**src/nnt_pkg.sv**
```systemverilog
// ----------------------------------------------------------------------------
// nnt_pkg
// Shared types, widths and constants of the nearest neighbor tour block.
// ----------------------------------------------------------------------------
package nnt_pkg;

  // Largest supported city count and its default.
  localparam int unsigned MaxCitiesDefault = 64;

  // Fixed field widths.
  localparam int unsigned CoordW = 16;
  localparam int unsigned CityW  = 6;
  localparam int unsigned StepW  = 17;
  localparam int unsigned TotalW = 23;
  localparam int unsigned CfgW   = 17;
  localparam int unsigned CmpW   = CityW + 1;

  // Squared distances: one coordinate square, a sum of two, the limit square.
  localparam int unsigned SqW    = 2 * CoordW;
  localparam int unsigned SumW   = SqW + 1;
  localparam int unsigned D2W    = 2 * StepW;

  // Register reset values.
  localparam logic [CityW-1:0] FirstCityReset = CityW'(2);
  localparam logic [CfgW-1:0]  MaxStepReset   = CfgW'(6000);
  localparam logic [TotalW-1:0] TotalMax      = {TotalW{1'b1}};

  // Configuration register indexes.
  typedef enum logic [0:0] {
    CFG_FIRST_CITY = 1'b0,
    CFG_MAX_STEP   = 1'b1
  } cfg_idx_e;

  // Point word as stored in the point memory.
  typedef struct packed {
    logic [CoordW-1:0] x;
    logic [CoordW-1:0] y;
  } point_t;

endpackage

```
**src/nnt_point_ram.sv**
```systemverilog
// ----------------------------------------------------------------------------
// nnt_point_ram
// Point memory with one write port and one registered read port.
// ----------------------------------------------------------------------------
module nnt_point_ram
  import nnt_pkg::*;
#(
  parameter int unsigned Depth = MaxCitiesDefault
) (
  input  logic                     clk_i,
  input  logic                     we_i,
  input  logic [$clog2(Depth)-1:0] waddr_i,
  input  point_t                   wdata_i,
  input  logic                     re_i,
  input  logic [$clog2(Depth)-1:0] raddr_i,
  output point_t                   rdata_o
);

  point_t mem [Depth];
  point_t rdata_q;

  always_ff @(posedge clk_i) begin
    if (we_i) begin
      mem[waddr_i] <= wdata_i;
    end
    if (re_i) begin
      rdata_q <= mem[raddr_i];
    end
  end

  assign rdata_o = rdata_q;

endmodule

```
**src/nnt_isqrt.sv**
```systemverilog
// ----------------------------------------------------------------------------
// nnt_isqrt
// Bit-serial floor square root, one result bit per cycle.
// ----------------------------------------------------------------------------
module nnt_isqrt
  import nnt_pkg::*;
(
  input  logic             clk_i,
  input  logic             rst_ni,
  input  logic             start_i,
  input  logic [D2W-1:0]   radicand_i,
  output logic             done_o,
  output logic [StepW-1:0] root_o
);

  localparam int unsigned Steps = D2W / 2;
  localparam int unsigned CntW  = $clog2(Steps + 1);
  localparam int unsigned RemW  = StepW + 1;

  logic [D2W-1:0]   rad_q;
  logic [RemW-1:0]  rem_q;
  logic [StepW-1:0] root_q;
  logic [CntW-1:0]  cnt_q;
  logic             run_q;
  logic             done_q;

  logic [RemW+1:0]  rem_sh;
  logic [RemW+1:0]  trial;
  logic             ge;

  always_comb begin
    rem_sh = {rem_q, rad_q[D2W-1 -: 2]};
    trial  = (RemW+2)'({root_q, 2'b01});
    ge     = rem_sh >= trial;
  end

  always_ff @(posedge clk_i or negedge rst_ni) begin
    if (!rst_ni) begin
      run_q  <= 1'b0;
      done_q <= 1'b0;
      cnt_q  <= '0;
    end else begin
      // done rises together with the last bit of the root.
      done_q <= run_q && !start_i && (cnt_q == CntW'(1));
      if (start_i) begin
        run_q <= 1'b1;
        cnt_q <= CntW'(Steps);
      end else if (run_q) begin
        cnt_q <= cnt_q - 1'b1;
        if (cnt_q == CntW'(1)) begin
          run_q <= 1'b0;
        end
      end
    end
  end

  always_ff @(posedge clk_i) begin
    if (start_i) begin
      rad_q  <= radicand_i;
      rem_q  <= '0;
      root_q <= '0;
    end else if (run_q) begin
      rad_q  <= {rad_q[D2W-3:0], 2'b00};
      rem_q  <= ge ? RemW'(rem_sh - trial) : RemW'(rem_sh);
      root_q <= {root_q[StepW-2:0], ge};
    end
  end

  assign done_o = done_q;
  assign root_o = root_q;

endmodule

```
**src/nearest_neighbour_tour.sv**
```systemverilog
// ----------------------------------------------------------------------------
// nearest_neighbour_tour
// Greedy nearest neighbor tour over a set of loaded 2-D points.
// ----------------------------------------------------------------------------
// Points are loaded one word per start pulse and take city indexes in arrival
// order. The word with last_point_i set closes the set and runs the tour;
// busy drops in the same cycle that the last result of the tour is shown.
// Each tour step scans every city from first_city up: a visited city is
// skipped, an unvisited one goes through memory read, difference, two
// squarings on the single shared 17 x 17 multiplier and compare, and the
// chosen step then goes through the bit-serial square root unit. Results are
// shown for exactly one cycle with result_valid_o high; the receiver cannot
// stall them, so it must take every result in the cycle it appears.
// Configuration writes are taken at any edge with cfg_we_i high and should
// only be made while busy is low.
// ----------------------------------------------------------------------------
module nearest_neighbour_tour
  import nnt_pkg::*;
#(
  parameter int unsigned MAX_CITIES = MaxCitiesDefault
) (
  input  logic                     clk_i,
  input  logic                     rst_ni,
  // Configuration write port.
  input  logic                     cfg_we_i,
  input  logic [0:0]               cfg_addr_i,
  input  logic [CfgW-1:0]          cfg_wdata_i,
  // Point command.
  input  logic                     start,
  output logic                     busy,
  input  logic signed [CoordW-1:0] point_x_i,
  input  logic signed [CoordW-1:0] point_y_i,
  input  logic                     last_point_i,
  // Result words.
  output logic                     result_valid_o,
  output logic [CityW-1:0]         city_index_o,
  output logic [StepW-1:0]         step_length_o,
  output logic [TotalW-1:0]        total_length_o,
  output logic                     no_next_city_o,
  output logic                     last_of_tour_o
);

  localparam int unsigned IdxW = $clog2(MAX_CITIES);
  localparam int unsigned CntW = $clog2(MAX_CITIES + 1);

  typedef enum logic [3:0] {
    S_IDLE,
    S_CUR_RD,
    S_CUR_LD,
    S_SCAN,
    S_DIFF,
    S_SQX,
    S_SQY,
    S_CMP,
    S_SCAN_END,
    S_ROOT
  } state_e;

  state_e state_q;

  // Configuration registers.
  logic [CityW-1:0] first_city_q;
  logic [CfgW-1:0]  max_step_q;

  // Set and tour control.
  logic [CntW-1:0]       cnt_q;
  logic [CntW-1:0]       n_q;
  logic [CntW-1:0]       remaining_q;
  logic [CntW-1:0]       scan_q;
  logic [MAX_CITIES-1:0] visited_q;
  logic [IdxW-1:0]       cur_city_q;
  logic [IdxW-1:0]       best_q;
  logic                  found_q;
  logic [TotalW-1:0]     total_q;

  // Datapath registers.
  logic [CoordW-1:0] cur_x_q, cur_y_q;
  logic [CoordW-1:0] cand_x_q, cand_y_q;
  logic [CoordW-1:0] best_x_q, best_y_q;
  logic [CoordW-1:0] ux_q, uy_q;
  logic [SqW-1:0]    sqx_q, sqy_q;
  logic [D2W-1:0]    limit2_q;
  logic [D2W-1:0]    best2_q;

  // Result registers.
  logic              res_valid_q;
  logic              res_valid_d;
  logic [CityW-1:0]  res_city_q;
  logic [StepW-1:0]  res_step_q;
  logic [TotalW-1:0] res_total_q;
  logic              res_err_q;
  logic              res_last_q;

  // Point memory.
  logic            ram_we;
  logic            ram_re;
  logic [IdxW-1:0] ram_raddr;
  point_t          ram_wdata;
  point_t          ram_rdata;

  // Square root unit.
  logic             sqrt_start;
  logic             sqrt_done;
  logic [StepW-1:0] sqrt_root;

  logic accept;
  logic set_full;
  logic [CntW-1:0] n_next;
  logic start_bad;

  logic [StepW-1:0]       mul_a;
  logic [D2W-1:0]         prod;
  logic signed [CoordW:0] dx, dy;
  logic [SumW-1:0]        d2;
  logic [TotalW:0]        total_sum;

  assign accept   = start && !busy;
  assign set_full = cnt_q == CntW'(MAX_CITIES);
  assign n_next   = set_full ? cnt_q : cnt_q + 1'b1;
  // A start city at or beyond the end of the set gives an immediate error word.
  assign start_bad = CmpW'(first_city_q) >= CmpW'(n_next);

  assign ram_we    = accept && !set_full;
  assign ram_wdata = '{x: point_x_i, y: point_y_i};
  assign ram_re    = (state_q == S_CUR_RD) || (state_q == S_SCAN);
  assign ram_raddr = (state_q == S_CUR_RD) ? first_city_q[IdxW-1:0] : scan_q[IdxW-1:0];

  nnt_point_ram #(
    .Depth(MAX_CITIES)
  ) u_ram (
    .clk_i  (clk_i),
    .we_i   (ram_we),
    .waddr_i(cnt_q[IdxW-1:0]),
    .wdata_i(ram_wdata),
    .re_i   (ram_re),
    .raddr_i(ram_raddr),
    .rdata_o(ram_rdata)
  );

  assign sqrt_start = (state_q == S_SCAN_END) && found_q;

  nnt_isqrt u_isqrt (
    .clk_i     (clk_i),
    .rst_ni    (rst_ni),
    .start_i   (sqrt_start),
    .radicand_i(best2_q),
    .done_o    (sqrt_done),
    .root_o    (sqrt_root)
  );

  // The one multiplier squares the limit at tour start and both coordinate
  // differences of every candidate.
  always_comb begin
    case (state_q)
      S_CUR_RD: mul_a = max_step_q;
      S_SQX:    mul_a = StepW'(ux_q);
      S_SQY:    mul_a = StepW'(uy_q);
      default:  mul_a = '0;
    endcase
    prod = D2W'(mul_a) * D2W'(mul_a);
  end

  always_comb begin
    dx        = $signed({ram_rdata.x[CoordW-1], ram_rdata.x}) -
                $signed({cur_x_q[CoordW-1], cur_x_q});
    dy        = $signed({ram_rdata.y[CoordW-1], ram_rdata.y}) -
                $signed({cur_y_q[CoordW-1], cur_y_q});
    d2        = SumW'(sqx_q) + SumW'(sqy_q);
    total_sum = (TotalW+1)'(total_q) + (TotalW+1)'(sqrt_root);
  end

  // A result word is shown for one cycle after each of these events: an
  // out-of-range start, the start city, a missing next city, a finished root.
  always_comb begin
    case (state_q)
      S_IDLE:     res_valid_d = accept && last_point_i && start_bad;
      S_CUR_LD:   res_valid_d = 1'b1;
      S_SCAN_END: res_valid_d = !found_q;
      S_ROOT:     res_valid_d = sqrt_done;
      default:    res_valid_d = 1'b0;
    endcase
  end

  // Configuration port.
  always_ff @(posedge clk_i or negedge rst_ni) begin
    if (!rst_ni) begin
      first_city_q <= FirstCityReset;
      max_step_q   <= MaxStepReset;
    end else if (cfg_we_i) begin
      case (cfg_idx_e'(cfg_addr_i))
        CFG_FIRST_CITY: first_city_q <= cfg_wdata_i[CityW-1:0];
        CFG_MAX_STEP:   max_step_q   <= cfg_wdata_i;
        default:        ;
      endcase
    end
  end

  // Sequencer with its control state and result registers.
  always_ff @(posedge clk_i or negedge rst_ni) begin
    if (!rst_ni) begin
      state_q     <= S_IDLE;
      cnt_q       <= '0;
      n_q         <= '0;
      remaining_q <= '0;
      scan_q      <= '0;
      visited_q   <= '0;
      cur_city_q  <= '0;
      best_q      <= '0;
      found_q     <= 1'b0;
      total_q     <= '0;
      res_valid_q <= 1'b0;
    end else begin
      res_valid_q <= res_valid_d;
      case (state_q)
        S_IDLE: begin
          if (accept) begin
            if (last_point_i) begin
              cnt_q     <= '0;
              n_q       <= n_next;
              visited_q <= '0;
              total_q   <= '0;
              if (start_bad) begin
                res_city_q  <= first_city_q;
                res_step_q  <= '0;
                res_total_q <= '0;
                res_err_q   <= 1'b1;
                res_last_q  <= 1'b1;
              end else begin
                cur_city_q  <= first_city_q[IdxW-1:0];
                remaining_q <= n_next - CntW'(first_city_q) - 1'b1;
                state_q     <= S_CUR_RD;
              end
            end else if (!set_full) begin
              cnt_q <= cnt_q + 1'b1;
            end
          end
        end
        S_CUR_RD: begin
          // The start city is read here, after its write has settled.
          visited_q[cur_city_q] <= 1'b1;
          limit2_q              <= prod;
          state_q               <= S_CUR_LD;
        end
        S_CUR_LD: begin
          cur_x_q     <= ram_rdata.x;
          cur_y_q     <= ram_rdata.y;
          res_city_q  <= CityW'(cur_city_q);
          res_step_q  <= '0;
          res_total_q <= '0;
          res_err_q   <= 1'b0;
          res_last_q  <= remaining_q == '0;
          scan_q      <= CntW'(first_city_q);
          found_q     <= 1'b0;
          best2_q     <= limit2_q;
          state_q     <= (remaining_q == '0) ? S_IDLE : S_SCAN;
        end
        S_SCAN: begin
          if (scan_q == n_q) begin
            state_q <= S_SCAN_END;
          end else if (visited_q[scan_q[IdxW-1:0]]) begin
            scan_q <= scan_q + 1'b1;
          end else begin
            state_q <= S_DIFF;
          end
        end
        S_DIFF: begin
          cand_x_q <= ram_rdata.x;
          cand_y_q <= ram_rdata.y;
          ux_q     <= dx[CoordW] ? CoordW'(-dx) : CoordW'(dx);
          uy_q     <= dy[CoordW] ? CoordW'(-dy) : CoordW'(dy);
          state_q  <= S_SQX;
        end
        S_SQX: begin
          sqx_q   <= prod[SqW-1:0];
          state_q <= S_SQY;
        end
        S_SQY: begin
          sqy_q   <= prod[SqW-1:0];
          state_q <= S_CMP;
        end
        S_CMP: begin
          // Strictly smaller only, so the lowest index wins a tie.
          if (D2W'(d2) < best2_q) begin
            best2_q  <= D2W'(d2);
            best_q   <= scan_q[IdxW-1:0];
            best_x_q <= cand_x_q;
            best_y_q <= cand_y_q;
            found_q  <= 1'b1;
          end
          scan_q  <= scan_q + 1'b1;
          state_q <= S_SCAN;
        end
        S_SCAN_END: begin
          if (found_q) begin
            state_q <= S_ROOT;
          end else begin
            res_city_q  <= CityW'(cur_city_q);
            res_step_q  <= '0;
            res_total_q <= total_q;
            res_err_q   <= 1'b1;
            res_last_q  <= 1'b1;
            state_q     <= S_IDLE;
          end
        end
        S_ROOT: begin
          if (sqrt_done) begin
            total_q               <= total_sum[TotalW] ? TotalMax : total_sum[TotalW-1:0];
            visited_q[best_q]     <= 1'b1;
            cur_city_q            <= best_q;
            cur_x_q               <= best_x_q;
            cur_y_q               <= best_y_q;
            remaining_q           <= remaining_q - 1'b1;
            res_city_q            <= CityW'(best_q);
            res_step_q            <= sqrt_root;
            res_total_q           <= total_sum[TotalW] ? TotalMax : total_sum[TotalW-1:0];
            res_err_q             <= 1'b0;
            res_last_q            <= remaining_q == CntW'(1);
            scan_q                <= CntW'(first_city_q);
            found_q               <= 1'b0;
            best2_q               <= limit2_q;
            state_q               <= (remaining_q == CntW'(1)) ? S_IDLE : S_SCAN;
          end
        end
        default: begin
          state_q <= S_IDLE;
        end
      endcase
    end
  end

  assign busy           = state_q != S_IDLE;
  assign result_valid_o = res_valid_q;
  assign city_index_o   = res_city_q;
  assign step_length_o  = res_step_q;
  assign total_length_o = res_total_q;
  assign no_next_city_o = res_err_q;
  assign last_of_tour_o = res_last_q;

endmodule

```
**config.mk**
```make
export PLATFORM = sky130hd
export DESIGN_NAME = nearest_neighbour_tour
export DESIGN_NICKNAME = d
export VERILOG_FILES = /design/src/nnt_pkg.sv /design/src/nnt_point_ram.sv /design/src/nnt_isqrt.sv /design/src/nearest_neighbour_tour.sv
export SDC_FILE = /design/constraint.sdc
export NUM_CORES = 2
export LEC_CHECK = 0
export BUFFER_PORTS_ARGS = -buffer_cell sky130_fd_sc_hd__buf_4
export CORE_AREA = 2 2 578 580
export CTS_CLUSTER_DIAMETER = 50
export DETAILED_ROUTE_END_ITERATION = 10
export DIE_AREA = 0 0 580 582
export SLEW_MARGIN = 20
export SYNTH_ARGS = -nofsm -noshare
export SYNTH_HDL_FRONTEND = slang
export SYNTH_HIERARCHICAL = 1
export SYNTH_SLANG_ARGS = --single-unit
```
**constraint.sdc**
```tcl
create_clock -name clk_i -period 15.2 [get_ports clk_i]
set_clock_uncertainty 0.2 [all_clocks]
set_input_delay 3.04 -clock clk_i [delete_from_list [all_inputs] [get_ports clk_i]]
set_output_delay 3.04 -clock clk_i [all_outputs]
set_load 0.005 [all_outputs]
```
==> metrics.txt <==
Detail Route Antenna Nets 0; die height 582 um; Post-CTS Hold Buffers 0; gr ovfl total 0; sequential area share after synthesis 0.6695; Max IR drop VDD 0.2905 mV; global-route wire length before repair 425,000 um; placed instance area 121,800 um^2; YS warnings 6; RSZ-0062 raised after global routing false; DR iter-0 viols 5,822; min cycle time layout 9.196 ns; Fillers 29.88k; average via count per standard cell 5.326; leading cell type in the layout, fill and taps excluded edfxtp_1; Worst Setup Path Type reg2reg; Setup TNS Final 0 ns; Post-CTS Setup Bufs 0; die footprint 337,600 um^2; PortBufs 104; synthesized area 115,600 um^2; Routed WL 285,400 um; TritonCTS Buffers 292; # rows 212; GP Congestion 0.8432; Worst-path clk slew 0.06 ns; max_slew headroom 0.2201; fmax 0.1087 GHz; DR vias 63.21k; post-CTS sizing 0; clk sinks 2,617; status finished, final reports clean; dpl hpwl 175,200 um; Worst Setup Start Kind flip-flop; hold path startpoint cand_y_q[15]; most frequent cells in the layout 2,419 x edfxtp_1, 464 x mux4_2, 452 x inv_1; Top Ports 105; R2R Setup Slk 6.00 ns; H-tree Lvls 5; cell count after synthesis 7,058; initial antenna violation count 25; WHS Endpoint best_y_q[15]; reg-to-reg endpoint sqx_q[31]; register bit total from synthesis 2,617; CTS tree built; Post-synth EDFFs 2,419; DRC violations left 0; hold path depth 0; ys flop type edfxtp_1; Final Cycle Share 0.6050; MaxCap Viol Count 0; pin count of the biggest net entering global routing 109; synth unique cells 101; critical path fanouts, max 17; Worst Path Arrival 9.64 ns; per-cell routed wire length 24.05 um; GRT Util Overall 0.1660; Min-Delay Path Class reg2reg; initial core utilization 0.3485; TritonRoute pass-1 iters 5; P per Cell Area 205.1 nW/um^2; setup violators final 0; Pins Over Slew Limit 0; R2R Path Start state_q[3]; nets 7,759; Root Driver clkbuf_16; Reg2Reg Depth 27; share of layout cells above drive strength 1 0.1797; Worst Setup End Kind flip-flop; Final Hold Fails 0; Design Area, Final 131,400 um^2; Max Buffers Root-to-Sink 4; syn_nets 7,565; vias in the first global route 64.67k; Avg Cell Area, Syn 16.39 um^2; ys async rst share 0.06229; Leak Pwr 45.44 nW; core area 331,800 um^2; die width 580 um; worst skew pair latency 0.86 ns; WP data required 15.64 ns; P&R area growth vs syn 13.60%; pin slew with the least headroom to its limit 1.170 ns
per-stage QoR:
step | cells | total power, mW | hold slack (ns) | setup WS (ns) | util
floorplan | 7058 | 16.77 | 0.2003 | 6.994 | -
global placement | 11343 | 19.95 | 0.2002 | 5.954 | 0.3670
detailed placement | 11343 | 20.07 | 0.2045 | 5.702 | 0.3670
CTS | 11855 | 27.15 | 0.2144 | 5.684 | 0.3957
global route | 11860 | 28.41 | 0.2188 | 5.464 | 0.3958
finish | 11867 | 26.94 | 0.2143 | 6.004 | 0.3959
cells by family after synthesis:
kind of cell,synth area share
flops,0.6695
simple gates,0.04824
compound gates,0.06105
buf+inv,0.03047
mux,0.1174
fa+ha+maj,0.06169
xor+xnor,0.01159
report_power, final:
| part | internal [mW] | switching (mW) | total (mW) |
|---|---|---|---|
| Clock | 4.16 | 2.89 | 7.05 |
| Combinational | 4.18 | 6.76 | 10.9 |
| Sequential | 8.66 | 0.285 | 8.95 |
registers in the layout (all words and copies together), names as in the netlist, 31 cells and up:
signal and cells:
u_ram/mem 2048, visited_q 64, best2_q 34, u_isqrt/rad_q 34, limit2_q 33, u_ram/rdata_o 32, sqx_q 31, sqy_q 31
worst max-delay path by stage:
| stage | from | end | slack (ns) | cells past startpoint |
|---|---|---|---|---|
| 4_1_cts | state_q[3] | limit2_q[29] | 5.68 | 27 |
| 3_5_place_dp | state_q[3] | limit2_q[29] | 5.70 | 27 |
| 2_1_floorplan | rst_ni | cand_x_q[0] | 6.99 | 2 |
| 3_3_place_gp | state_q[3] | limit2_q[29] | 5.95 | 27 |
| 6_report | state_q[3] | sqx_q[31] | 6.00 | 27 |
| 5_1_grt | state_q[3] | sqy_q[31] | 5.46 | 27 |
Yosys cell counts (57+ instances only):
cell type / count / area share
edfxtp_1: 2419 / 0.63
mux4_2: 464 / 0.090
inv_1: 453 / 0.015
nand2_1: 412 / 0.013
nor2_1: 374 / 0.012
ha_1: 255 / 0.028
a21oi_1: 243 / 0.011
mux2i_1: 215 / 0.019
fa_1: 197 / 0.034
clkbuf_1: 184 / 0.0060
o21ai_0: 172 / 0.0074
dfrtp_1: 155 / 0.034
a22oi_1: 147 / 0.0095
o22ai_1: 104 / 0.0056
xnor2_1: 101 / 0.0076
nand3_1: 98 / 0.0042
mux2_2: 86 / 0.0084
a21o_1: 69 / 0.0045
and2_1: 58 / 0.0031
buf_2: 57 / 0.0025
critical path: stages, from the launching register on:
cell and delay (ns):
dfrtp_1 0.50, inv_1 0.25, nand2_1 0.17, nor2_2 0.61, a22oi_1 0.19, nand2_1 0.43
clkinv_1 0.44, nor2_1 0.30, fa_1 0.45, inv_1 0.08, fa_1 0.43, fa_1 0.51
inv_1 0.05, fa_1 0.46, fa_1 0.55, inv_1 0.06, fa_1 0.53, inv_1 0.04
ha_1 0.38, and3_1 0.26, nand2_1 0.08, a311oi_1 0.25, a221oi_1 0.15, o311ai_0 0.70
a21o_1 0.25, a41oi_1 0.19, a21oi_1 0.21, xor2_1 0.26
cell type report:
class / count / area, um^2 / share of cell area
sequential: 2617 / 77430 / 0.5894
multi-input combinational: 3647 / 35330 / 0.2689
clock buffer: 351 / 7635 / 0.05812
tap: 4387 / 5489 / 0.04178
clock inverter: 161 / 1903 / 0.01449
timing repair buffer: 235 / 1838 / 0.01399
inverter: 459 / 1723 / 0.01311
antenna: 10 / 25.02 / 0.0001905
layer usage:
layer,wire length [um],global-route usage,vias to the layer above
met5,34,0,-
met4,6240,0.03968,6
met3,19150,0.02932,440
met2,137900,0.2760,2074
met1,122100,0.2261,33040
li1,-,-,27646
Note: power is estimated with default switching activity, not from simulation.
